### src/design/tedet_pkg.sv
// tedet_pkg: shared types and constants of the threshold event detector
`timescale 1ns / 1ps

package tedet_pkg;

   // fixed widths of levels, limits and reported indices
   localparam int LEVEL_BITS = 17;
   localparam int LIMIT_BITS = 32;
   localparam int OUT_BITS   = 32;
   localparam int CSR_ADDR_BITS = 3;

   // register indexes of the configuration port
   localparam logic [CSR_ADDR_BITS-1:0] CSR_POLARITY  = 3'd0;
   localparam logic [CSR_ADDR_BITS-1:0] CSR_THRESHOLD = 3'd1;
   localparam logic [CSR_ADDR_BITS-1:0] CSR_EDGE      = 3'd2;
   localparam logic [CSR_ADDR_BITS-1:0] CSR_UPPER     = 3'd3;
   localparam logic [CSR_ADDR_BITS-1:0] CSR_MIN_LEN   = 3'd4;
   localparam logic [CSR_ADDR_BITS-1:0] CSR_MAX_LEN   = 3'd5;

   // polarity modes, any other code means magnitude
   localparam logic [1:0] MODE_ABOVE = 2'd0;
   localparam logic [1:0] MODE_BELOW = 2'd1;

   // configuration seen by the front and back parts
   typedef struct packed {
      logic [1:0]                   polarity_mode;
      logic signed [LEVEL_BITS-1:0] threshold_level;
      logic signed [LEVEL_BITS-1:0] edge_level;
      logic signed [LEVEL_BITS-1:0] upper_level;
      logic [LIMIT_BITS-1:0]        min_length;
      logic [LIMIT_BITS-1:0]        max_length;
   } cfg_type;

endpackage

### src/design/tedet_front.sv
// tedet_front: key forming, run tracking and candidate event emission
`timescale 1ns / 1ps

module tedet_front import tedet_pkg::*; #(
   parameter int INDEX_BITS  = 32,
   parameter int SAMPLE_BITS = 16
) (
   input  logic                        clock,
   input  logic                        reset,
   input  cfg_type                     cfg,
   input  logic                        accept,
   input  logic signed [SAMPLE_BITS-1:0] sample,
   input  logic                        last_in_series,
   output logic                        emit,
   output logic [3*INDEX_BITS:0]       emit_data
);

   localparam int KEY_BITS = ((SAMPLE_BITS > LEVEL_BITS) ? SAMPLE_BITS : LEVEL_BITS) + 1;

   // key of a value for the current polarity
   function automatic logic signed [KEY_BITS-1:0] key_of(
      input logic signed [KEY_BITS-1:0] v,
      input logic [1:0]                 mode
   );
      logic signed [KEY_BITS-1:0] r;
      unique case (mode)
         MODE_ABOVE: r = v;
         MODE_BELOW: r = -v;
         default:    r = v[KEY_BITS-1] ? -v : v;
      endcase
      return r;
   endfunction

   logic [INDEX_BITS-1:0]      sample_index_ff, sample_index_in;
   logic                       in_run_ff, in_run_in;
   logic                       reached_ff, reached_in;
   logic [INDEX_BITS-1:0]      start_ff, start_in;
   logic [INDEX_BITS-1:0]      peak_index_ff, peak_index_in;
   logic signed [KEY_BITS-1:0] peak_key_ff, peak_key_in;
   logic [INDEX_BITS-1:0]      last_index_ff, last_index_in;

   logic signed [KEY_BITS-1:0] sample_key, thr_key, edge_key, upper_key, emit_peak_key;
   logic                       reach, beyond;
   logic [INDEX_BITS-1:0]      emit_start, emit_peak, emit_stop;

   // keys of the sample and the levels
   always_comb begin
      sample_key = key_of({{(KEY_BITS-SAMPLE_BITS){sample[SAMPLE_BITS-1]}}, sample},
                          cfg.polarity_mode);
      thr_key    = key_of({{(KEY_BITS-LEVEL_BITS){cfg.threshold_level[LEVEL_BITS-1]}},
                           cfg.threshold_level}, cfg.polarity_mode);
      edge_key   = key_of({{(KEY_BITS-LEVEL_BITS){cfg.edge_level[LEVEL_BITS-1]}},
                           cfg.edge_level}, cfg.polarity_mode);
      upper_key  = key_of({{(KEY_BITS-LEVEL_BITS){cfg.upper_level[LEVEL_BITS-1]}},
                           cfg.upper_level}, cfg.polarity_mode);
      reach      = sample_key >= thr_key;
      beyond     = (sample_key >= edge_key) || reach;
   end

   // run tracking and event emission on each accepted item
   always_comb begin
      sample_index_in = sample_index_ff;
      in_run_in       = in_run_ff;
      reached_in      = reached_ff;
      start_in        = start_ff;
      peak_index_in   = peak_index_ff;
      peak_key_in     = peak_key_ff;
      last_index_in   = last_index_ff;
      emit            = 1'b0;
      emit_start      = start_ff;
      emit_peak       = peak_index_ff;
      emit_stop       = last_index_ff;
      emit_peak_key   = peak_key_ff;
      if (accept) begin
         if (beyond) begin
            if (!in_run_ff) begin
               start_in      = sample_index_ff;
               peak_index_in = sample_index_ff;
               peak_key_in   = sample_key;
               reached_in    = reach;
            end else begin
               if (sample_key > peak_key_ff) begin
                  peak_index_in = sample_index_ff;
                  peak_key_in   = sample_key;
               end
               reached_in = reached_ff | reach;
            end
            last_index_in = sample_index_ff;
            in_run_in     = 1'b1;
            if (last_in_series) begin
               emit          = reached_in;
               emit_start    = start_in;
               emit_peak     = peak_index_in;
               emit_stop     = sample_index_ff;
               emit_peak_key = peak_key_in;
               in_run_in     = 1'b0;
               reached_in    = 1'b0;
            end
         end else if (in_run_ff) begin
            emit       = reached_ff;
            in_run_in  = 1'b0;
            reached_in = 1'b0;
         end
         // index counter, saturating, back to zero after the series
         if (last_in_series) begin
            sample_index_in = '0;
            in_run_in       = 1'b0;
            reached_in      = 1'b0;
         end else if (!(&sample_index_ff)) begin
            sample_index_in = sample_index_ff + 1'b1;
         end
      end
      emit_data = {emit_start, emit_peak, emit_stop, (emit_peak_key <= upper_key)};
   end

   // control state
   always_ff @(posedge clock) begin
      if (reset) begin
         sample_index_ff <= '0;
         in_run_ff       <= 1'b0;
         reached_ff      <= 1'b0;
      end else begin
         sample_index_ff <= sample_index_in;
         in_run_ff       <= in_run_in;
         reached_ff      <= reached_in;
      end
   end

   // run payload
   always_ff @(posedge clock) begin
      start_ff      <= start_in;
      peak_index_ff <= peak_index_in;
      peak_key_ff   <= peak_key_in;
      last_index_ff <= last_index_in;
   end

endmodule

### src/design/tedet_fifo.sv
// tedet_fifo: short queue of candidate events between front and back
`timescale 1ns / 1ps

module tedet_fifo #(
   parameter int WIDTH = 97
) (
   input  logic             clock,
   input  logic             reset,
   input  logic             push,
   input  logic [WIDTH-1:0] push_data,
   output logic             full,
   input  logic             pop,
   output logic [WIDTH-1:0] head_data,
   output logic             empty
);

   localparam int DEPTH = 4;
   localparam int PTR_BITS = $clog2(DEPTH);

   logic [WIDTH-1:0]    store_ff [DEPTH];
   logic [PTR_BITS-1:0] wr_ptr_ff, wr_ptr_in;
   logic [PTR_BITS-1:0] rd_ptr_ff, rd_ptr_in;
   logic [PTR_BITS:0]   count_ff, count_in;
   logic                do_push, do_pop;

   // pointer and fill count
   always_comb begin
      full      = count_ff == (PTR_BITS+1)'(DEPTH);
      empty     = count_ff == '0;
      do_push   = push && !full;
      do_pop    = pop && !empty;
      wr_ptr_in = do_push ? wr_ptr_ff + 1'b1 : wr_ptr_ff;
      rd_ptr_in = do_pop ? rd_ptr_ff + 1'b1 : rd_ptr_ff;
      count_in  = count_ff + (PTR_BITS+1)'(do_push) - (PTR_BITS+1)'(do_pop);
      head_data = store_ff[rd_ptr_ff];
   end

   always_ff @(posedge clock) begin
      if (reset) begin
         wr_ptr_ff <= '0;
         rd_ptr_ff <= '0;
         count_ff  <= '0;
      end else begin
         wr_ptr_ff <= wr_ptr_in;
         rd_ptr_ff <= rd_ptr_in;
         count_ff  <= count_in;
      end
   end

   // entry storage
   always_ff @(posedge clock) begin
      if (do_push) begin
         store_ff[wr_ptr_ff] <= push_data;
      end
   end

endmodule

### src/design/tedet_back.sv
// tedet_back: length and peak checks, result output register
`timescale 1ns / 1ps

module tedet_back import tedet_pkg::*; #(
   parameter int INDEX_BITS = 32
) (
   input  logic                  clock,
   input  logic                  reset,
   input  cfg_type               cfg,
   input  logic [3*INDEX_BITS:0] head_data,
   input  logic                  head_empty,
   output logic                  head_pop,
   output logic                  rsp_empty,
   input  logic                  rsp_pop,
   output logic [OUT_BITS-1:0]   rsp_event_start,
   output logic [OUT_BITS-1:0]   rsp_event_peak,
   output logic [OUT_BITS-1:0]   rsp_event_stop
);

   localparam int LEN_BITS = (INDEX_BITS > LIMIT_BITS) ? INDEX_BITS : LIMIT_BITS;

   logic [INDEX_BITS-1:0] ev_start, ev_peak, ev_stop;
   logic                  peak_ok, ok_min, ok_max, pass;
   logic [LEN_BITS-1:0]   length;
   logic                  valid_ff, valid_in;
   logic [OUT_BITS-1:0]   start_ff, start_in, peak_ff, peak_in, stop_ff, stop_in;

   // event checks
   always_comb begin
      {ev_start, ev_peak, ev_stop, peak_ok} = head_data;
      length = LEN_BITS'(ev_stop) - LEN_BITS'(ev_start);
      ok_min = (cfg.min_length == '0) || (length >= LEN_BITS'(cfg.min_length));
      ok_max = (cfg.max_length == '0) || (length <= LEN_BITS'(cfg.max_length));
      pass   = ok_min && ok_max && peak_ok;
   end

   // output register, refilled in the cycle it is taken
   always_comb begin
      head_pop = !head_empty && (!valid_ff || rsp_pop);
      valid_in = valid_ff && !rsp_pop;
      start_in = start_ff;
      peak_in  = peak_ff;
      stop_in  = stop_ff;
      if (head_pop) begin
         valid_in = pass;
         start_in = OUT_BITS'(ev_start);
         peak_in  = OUT_BITS'(ev_peak);
         stop_in  = OUT_BITS'(ev_stop);
      end
      rsp_empty       = !valid_ff;
      rsp_event_start = start_ff;
      rsp_event_peak  = peak_ff;
      rsp_event_stop  = stop_ff;
   end

   always_ff @(posedge clock) begin
      if (reset) begin
         valid_ff <= 1'b0;
      end else begin
         valid_ff <= valid_in;
      end
   end

   always_ff @(posedge clock) begin
      start_ff <= start_in;
      peak_ff  <= peak_in;
      stop_ff  <= stop_in;
   end

endmodule

### src/design/threshold_event_detector.sv
// threshold_event_detector: top level, configuration registers and part wiring
//
//   channel   direction  handshake              payload
//   req_      in         req_push / req_full    req_sample, req_last_in_series
//   rsp_      out        rsp_pop / rsp_empty    rsp_event_start, _peak, _stop
//   csr_      in         csr_valid / csr_ready  csr_index, csr_wdata
//
// One item is taken per cycle unless req_full is high; the front is combinational,
// so an event is written to the queue at the edge that takes the item closing its
// run, and appears on rsp_ once the back has loaded it into its output register.
// A four-entry queue between front and back lets each side stall on its own;
// req_full rises only when that queue is full.
// Synchronous reset clears the run state, the index counter, the queue and
// every configuration register to zero. csr_ready is always high.
`timescale 1ns / 1ps

module threshold_event_detector import tedet_pkg::*; #(
   parameter int INDEX_BITS  = 32,
   parameter int SAMPLE_BITS = 16
) (
   input  logic                         clock,
   input  logic                         reset,
   input  logic                         req_push,
   output logic                         req_full,
   input  logic signed [SAMPLE_BITS-1:0] req_sample,
   input  logic                         req_last_in_series,
   output logic                         rsp_empty,
   input  logic                         rsp_pop,
   output logic [OUT_BITS-1:0]          rsp_event_start,
   output logic [OUT_BITS-1:0]          rsp_event_peak,
   output logic [OUT_BITS-1:0]          rsp_event_stop,
   input  logic                         csr_valid,
   output logic                         csr_ready,
   input  logic [CSR_ADDR_BITS-1:0]     csr_index,
   input  logic [LIMIT_BITS-1:0]        csr_wdata
);

   localparam int REC_BITS = 3 * INDEX_BITS + 1;

   cfg_type               cfg_ff, cfg_in;
   logic                  accept, emit, q_full, q_empty, q_pop;
   logic [REC_BITS-1:0]   emit_data, head_data;

   // configuration registers
   always_comb begin
      csr_ready = 1'b1;
      cfg_in    = cfg_ff;
      if (csr_valid) begin
         unique case (csr_index)
            CSR_POLARITY:  cfg_in.polarity_mode   = csr_wdata[1:0];
            CSR_THRESHOLD: cfg_in.threshold_level = csr_wdata[LEVEL_BITS-1:0];
            CSR_EDGE:      cfg_in.edge_level      = csr_wdata[LEVEL_BITS-1:0];
            CSR_UPPER:     cfg_in.upper_level     = csr_wdata[LEVEL_BITS-1:0];
            CSR_MIN_LEN:   cfg_in.min_length      = csr_wdata;
            CSR_MAX_LEN:   cfg_in.max_length      = csr_wdata;
            default:       cfg_in                 = cfg_ff;
         endcase
      end
   end

   always_ff @(posedge clock) begin
      if (reset) begin
         cfg_ff <= '0;
      end else begin
         cfg_ff <= cfg_in;
      end
   end

   // input handshake
   assign req_full = q_full;
   assign accept   = req_push && !q_full;

   tedet_front #(
      .INDEX_BITS  (INDEX_BITS),
      .SAMPLE_BITS (SAMPLE_BITS)
   ) u_front (
      .clock          (clock),
      .reset          (reset),
      .cfg            (cfg_ff),
      .accept         (accept),
      .sample         (req_sample),
      .last_in_series (req_last_in_series),
      .emit           (emit),
      .emit_data      (emit_data)
   );

   tedet_fifo #(
      .WIDTH (REC_BITS)
   ) u_fifo (
      .clock     (clock),
      .reset     (reset),
      .push      (emit),
      .push_data (emit_data),
      .full      (q_full),
      .pop       (q_pop),
      .head_data (head_data),
      .empty     (q_empty)
   );

   tedet_back #(
      .INDEX_BITS (INDEX_BITS)
   ) u_back (
      .clock           (clock),
      .reset           (reset),
      .cfg             (cfg_ff),
      .head_data       (head_data),
      .head_empty      (q_empty),
      .head_pop        (q_pop),
      .rsp_empty       (rsp_empty),
      .rsp_pop         (rsp_pop),
      .rsp_event_start (rsp_event_start),
      .rsp_event_peak  (rsp_event_peak),
      .rsp_event_stop  (rsp_event_stop)
   );

endmodule

### config.mk
export PLATFORM = sky130hd
export DESIGN_NAME = threshold_event_detector
export DESIGN_NICKNAME = d
export VERILOG_FILES = /design/src/design/tedet_pkg.sv /design/src/design/tedet_front.sv /design/src/design/tedet_fifo.sv /design/src/design/tedet_back.sv /design/src/design/threshold_event_detector.sv
export SDC_FILE = /design/constraint.sdc
export NUM_CORES = 1
export LEC_CHECK = 0
export BUFFER_PORTS_ARGS = -buffer_cell sky130_fd_sc_hd__buf_2
export CAP_MARGIN = 20
export CORE_UTILIZATION = 48
export DETAILED_ROUTE_END_ITERATION = 12
export GPL_ROUTABILITY_DRIVEN = 0
export GPL_TIMING_DRIVEN = 0
export PLACE_DENSITY_LB_ADDON = 0.12
export SYNTH_ARGS = -nofsm -noshare
export SYNTH_HDL_FRONTEND = slang
export SYNTH_SLANG_ARGS = --single-unit
### constraint.sdc
create_clock -name clock -period 35.1 [get_ports clock]
set_clock_uncertainty 0.2 [all_clocks]
set_input_delay 7.02 -clock clock [delete_from_list [all_inputs] [get_ports clock]]
set_output_delay 7.02 -clock clock [all_outputs]
set_load 0.02 [all_outputs]
## Word level (Yosys, flattened, before mapping)

Memory sizes are Yosys's and may differ from the RTL's. A register that Yosys moved wholly into a read port is not among the register bits.
Index checks and enable logic that the tools add are counted.

- RAM bits: 388
- Memories kept: 1
- Register bits: 369
- Logic and storage cells: 119

Memories:

| name | depth | width | read ports | clocked after Yosys merged registers in | wr ports | line | RTL |
|---|---|---|---|---|---|---|---|
| u_fifo.store_ff | 4 | 97 | 1 | 1 | 1 | tedet_fifo.sv:20 | `logic [WIDTH-1:0] store_ff [DEPTH];` |

- Reductions and logical operators: 31
- Multiplexer cells: 42
- Equal/unequal tests: 8
- $add $sub $neg: 10
- Order comparisons: 6
- Bitwise gates (word level): 1

Operators with widths:

| cell | count |
|---|---|
| two-way mux 32 bit | 14 |
| two-way mux 18 bit | 9 |
| one-hot mux 18 bit (2 select lines) | 4 |
| logical NOT 32 bit | 2 |
| negator 17 -> 18 bit | 3 |
| greater-or-equal comparator 18 bit | 2 |
| adder 32 x 1 -> 32 bit (second input constant) | 1 |
| greater-or-equal comparator 32 bit | 1 |
| <= comparator 32 bit | 1 |
| AND reduction 32 bit | 1 |
| subtractor 32 bit | 1 |
| greater-than comparator 18 bit | 1 |
| <= comparator 18 bit | 1 |
| negator 16 -> 18 bit | 1 |
| AND reduction 2 bit | 9 |
| two-way mux 1 bit | 13 |
| == test 3 bit (second input constant) | 3 |
| logical AND 1 bit | 7 |
| == test 3 x 2 -> 1 bit (second input constant) | 2 |
| logical NOT 3 bit | 2 |
| adder 2 x 1 -> 2 bit (second input constant) | 2 |
| logical NOT 1 bit | 4 |
| logical OR 1 bit | 4 |
| two-way mux 2 bit | 2 |
| other kinds (8) | 8 |

## Depth between registers and ports, before layout

- Depth after elaboration: 12
- Mapped depth: 30
- Depth with buffers taken out: 28

## Hierarchy

Synthesis repeated with hierarchy kept, for this count alone.

- Cells, all modules: 2562
- Area total of the unflattened synthesis: 36382.4 um2

Modules (own cells, without submodules):

| module | cells each | area an instance (um2) | seq. area each (um2) | instances |
|---|---|---|---|---|
| tedet_fifo | 558 | 14451.4 | 11831.3 | 1 |
| tedet_front | 1005 | 10959.3 | 4103.9 | 1 |
| tedet_back | 574 | 6247.2 | 2902.8 | 1 |
| threshold_event_detector | 425 | 4724.5 | 2342.2 | 1 |

## Worst setup path after synthesis

Ideal clock, no wire load.

- Path type: input to register
- Start: input port req_sample[5]
- End: register u_front.last_index_ff[0], enable pin
- Required time: 34.275 ns
- Setup time: 0.625 ns
- Slack: 19.235 ns
- Cell stages on the path: 14
- Arrival time: 15.040 ns
- Buffers on the path: 0
- Cells stage by stage: nor4_1 nand2_1 nor4_1 and3b_1 ha_1 a211oi_1 a21o_1 ha_1 nand4_1 nor4_1 a311oi_1 o21ai_0 mux2i_1 a21oi_1

- Longest elaborated chain between the ends: 6
- Elaborated cells between the ends (all ways): 7
- Classes of those cells: add/sub (1); order compare (2); mux (2); reduce/logical (2)

RTL lines:

| item | line | RTL |
|---|---|---|
| start, declared | threshold_event_detector.sv:25 | `input logic signed [SAMPLE_BITS-1:0] req_sample,` |
| negator 16 -> 18 bit | tedet_front.sv:28, tedet_front.sv:29 |  |
| two-way mux 18 bit | tedet_front.sv:29 | `default: r = v[KEY_BITS-1] ? -v : v;` |
| one-hot mux 18 bit (2 select lines) (*) | tedet_front.sv:26 | `unique case (mode)` |
| greater-or-equal comparator 18 bit (on tied branches) | tedet_front.sv:57, tedet_front.sv:56 |  |
| logical OR 1 bit (*) | tedet_front.sv:57 | `beyond = (sample_key >= edge_key) \|\| reach;` |
| AND reduction 2 bit (no source line) (*) | -- |  |
| end signal, assigned | tedet_front.sv:134 | `last_index_ff <= last_index_in;` |
| end, declared | tedet_front.sv:40 | `logic [INDEX_BITS-1:0] last_index_ff, last_index_in;` |

Mark *: on every way between the ends. The rest lies on a longest branch, timed or not.
A chain may end at the register's enable or synchronous reset.

## Final worst setup path

- Start: input port req_sample[3]
- End: memory u_fifo.store_ff[1][0] (data pin)

- Longest elaborated chain between the ends: 10
- Elaborated cells between the ends (all ways): 13
- Classes of those cells: add/sub (1); order compare (4); mux (7); reduce/logical (1)

RTL lines:

| item | line | RTL |
|---|---|---|
| negator 16 -> 18 bit | tedet_front.sv:28, tedet_front.sv:29 |  |
| two-way mux 18 bit | tedet_front.sv:29 |  |
| one-hot mux 18 bit (2 select lines) (*) | tedet_front.sv:26 |  |
| greater-than comparator 18 bit | tedet_front.sv:82 | `if (sample_key > peak_key_ff) begin` |
| two-way mux 18 bit | tedet_front.sv:82 |  |
| two-way mux 18 bit | tedet_front.sv:76 | `if (!in_run_ff) begin` |
| two-way mux 18 bit | tedet_front.sv:90 | `if (last_in_series) begin` |
| two-way mux 18 bit (*) | tedet_front.sv:75 | `if (beyond) begin` |
| two-way mux 18 bit (*) | tedet_front.sv:74 | `if (accept) begin` |
| <= comparator 18 bit (*) | tedet_front.sv:113 | `emit_data = {emit_start, emit_peak, emit_stop, (emit_peak_key <= upper_key)};` |
| via emit_data[0] | threshold_event_detector.sv:42 | `logic [REC_BITS-1:0] emit_data, head_data;` |
| end, declared | tedet_fifo.sv:20 |  |

Mark *: on every way through the listed nets, which the timed path passes. The rest lies on a longest branch.

==> impl_results.md <==
- Final worst path period need: 14,180 ps
- Setup TNS: 0 ps
- Synth Area per Inst: about 13 sq um
- Arrival @ worst endpoint: 14,350 ps
- Fin. max-slew vios: 0
- RSZ-0062 raised after global routing: false
- Register area share after synthesis: 60.2%
- IO buf count: about 150
- I/O pins: 156
- Footprint of the multi-input gates: about 13,000 sq um
- Total wire length: 90.5 mm
- CP startpoint: req_sample[3]
- Synth warn: 0
- Worst-Margin Slew: 1120 ps
- Initial antenna violation count: 1
- Synth Cell Area: 35,200 sq um
- Via-per-instance ratio: 5.71
- Clock latency on the worst-skew pair: 630 ps
- Post-synth top flop: edfxtp_1
- Final antenna-violating net count: 0
- Sink Count: 759
- Critical Path Sink: u_fifo.store_ff[1][0]
- Mapped Nets: 2,906
- Slew HR: 25.6%
- Area Overhead vs Synth: 14.8%
- Met2 Use GR: 40.5%
- Required @ worst endpoint: 35,270 ps
- Dpl ws: 20,400 ps
- P_leak: 14.4 nW
- Final Cell Area: about 40,000 sq um
- R2R setup slack: ~27,000 ps
- Top post-synthesis cells by area: edfxtp_1, dfxtp_1, ha_1
- Synth top area share: 51.1%
- Placed cell area: roughly 38,000 sq um
- Detailed Route Iter0 Violations: approximately 1,700
- Finish-stage setup viols: 0
- Pwr Density: 84.8 nW/um^2
- TritonCTS clock tree: built
- Hold_buf cts: 0
- Die Y: 273 um
- Max clock buf depth: 3
- Largest net degree at the start of global routing: 47
- M1 GR Usage: 33.5%
- Post-CTS Setup Inserts: 0
- Synth area leader: edfxtp_1
- Root buf cell: clkbuf_16
- GR Util met3: 2.99%
- Post-synth EDFFs: 598
- Final net count: approximately 3,200
- Worst Reg2Reg Path Length in Cells: 27
- Worst-path clk slew: around 60 ps
- Vias: 22,441
- Core box area: 72,000 sq um
- Layout cells sized above 1: around a fifth
- Worst r2r dst: u_fifo.store_ff[1][0]
- Num CTS Buffers: 81
- #FFs+latches synth: 759
- Fin crit share: between 40% and 50%
- Count of cell types in the netlist: 64
- Die extent in x: 273 um
- Area of the die: 74,300 sq um
- Asr flop ratio synth: 0%
- FF+latch area: 21,200 sq um
- Drt drc: 0
- Crit end category: register
- CP Class: in -> reg
- Initial Utilization: 48.8%
- Count leader, synth: edfxtp_1
- First-pass GRT wire length: roughly 140 mm
- FP Rows: 98
- Peak supply drop: 48.0 uV
- Max FO, Critical Path: 10
- Startpoint Class: input port
- Fill count: 5,778
- First-pass DRT Iterations: 6
- Number of global-route vias before repair: 22,637
- WL/cell: between 20 and 25 um
- Post-synth top cells: edfxtp_1, nand2_1, a21oi_1
- Status: completed
- GR peak layer: met2
- Final hold viol count: 0
- Worst setup margin: 20,920 ps
- CTS-repair resized insts: 0
- Gr usage total: between 20% and 30%
- Fmax: ~0.07 GHz
- Hold path startpoint: u_front.sample_index_ff[3]
- Total power: 3.42 mW
- FF-to-FF Start: cfg_ff[116]
- Post-synthesis instance total: 2,660
- Grt ovf: 0
- H-tree depth: 3
- Hpwl dp: 65.2 mm
- Max-cap violations: 0
- Hold WC Path Type: reg -> reg
[power by group]
part           switching, mW  internal, mW
Combinational          0.825         0.517
Clock                  0.360         0.534
Sequential            0.0387          1.15
[kinds of logic (layout without fill, tap and decap cells)]
group                      Yosys count  in the layout  share of synthesized area [%]
other                                1              2                         0.0107
and+or+nand+nor                    646            646                           8.33
buffers and inverters              259            581                           2.83
adders and majority gates          189            189                           6.77
muxes                              278            278                           12.0
xor gates and xnor gates           113            113                           2.81
AOI/OAI and AO/OA                  415            415                           7.04
DFF                                759            759                           60.2
[flip-flops by register name, summed over array words and instances (netlist names), 3 cells and up, named ones only]
| register | cells |
|---|---|
| cfg_ff | 117 |
| u_front.last_index_ff | 32 |
| u_back.rsp_event_peak | 32 |
| u_fifo.store_ff | 388 |
| u_front.sample_index_ff | 32 |
| u_front.peak_index_ff | 32 |
| u_fifo.count_ff | 3 |
| u_front.peak_key_ff | 18 |
| u_back.rsp_event_stop | 32 |
| u_back.rsp_event_start | 32 |
| u_front.start_ff | 32 |
[placed cells by master, fill, tap and decap left out, types with 21 or more instances in the layout]
cell type    n
dfxtp_1    161
nor2_1     132
mux2_2     170
nand4_1     38
nand3_1     21
clkbuf_1   101
mux4_2      97
xor2_1      59
a21o_1      48
nor4_1      28
o21ai_0     56
nand2_1    307
a21oi_1    219
ha_1       187
edfxtp_1   598
xnor2_1     54
clkbuf_16   84
nor3_1      35
buf_2      162
inv_1      149
[worst min-delay path by stage]
stage | to | slack [ps] | cells past startpoint
6_report | u_front.last_index_ff[3] | 220 | 0
5_1_grt | u_front.last_index_ff[18] | 230 | 0
4_1_cts | u_front.last_index_ff[3] | 220 | 0
3_5_place_dp | u_front.last_index_ff[3] | 210 | 0
3_3_place_gp | u_front.last_index_ff[27] | 210 | 0
2_1_floorplan | u_front.last_index_ff[3] | 200 | 0
[final cells by class]
class | count | share of cell area (%)
sequential | 759 | 52.5
multi-input combinational | 1642 | 32.2
clock inverter | 44 | 1.38
buffer | 110 | 1.08
antenna | 1 | 0.00620
tap | 950 | 2.95
inverter | 149 | 1.39
timing repair buffer | 172 | 2.95
clock buffer | 106 | 5.54
[layer usage]
layer | vias to the layer above | part of all wire (%)
li1 | 10406 | -
met1 | 11296 | 44
met2 | 616 | 48
met3 | 123 | 5.0
met4 | 0 | 2.8
met5 | - | 0
[per-stage QoR]
step           hold slack (ps)  util (%)  instances
2_1_floorplan              203         -       2660
5_1_grt                    228      56.1       3932
6_report                   221      56.1       3933
4_1_cts                    222      56.0       3931
3_5_place_dp               208      52.2       3781
3_3_place_gp               206      51.6       3762
[worst max-delay path: stages]
cell      delay (ps)
buf_2            120
nor4_1           420
nand2_1          140
nor4_1           570
and3b_1          280
ha_1             230
a211oi_1         290
a21o_1           280
ha_1             290
nand4_1          120
nor4_1            70
a311oi_1         250
o21ai_0          120
mux2i_1          800
a21oi_1          420
nor2b_1          280
buf_2            310
buf_4            250
mux2_2           310
ha_1             320
a21o_1           190
a21o_1           160
a21oi_1          180
o21a_1           140
o21ai_0           60
a211oi_1         220
o21ai_0          100
a31oi_1          380
(Power assumes the default switching activity.)
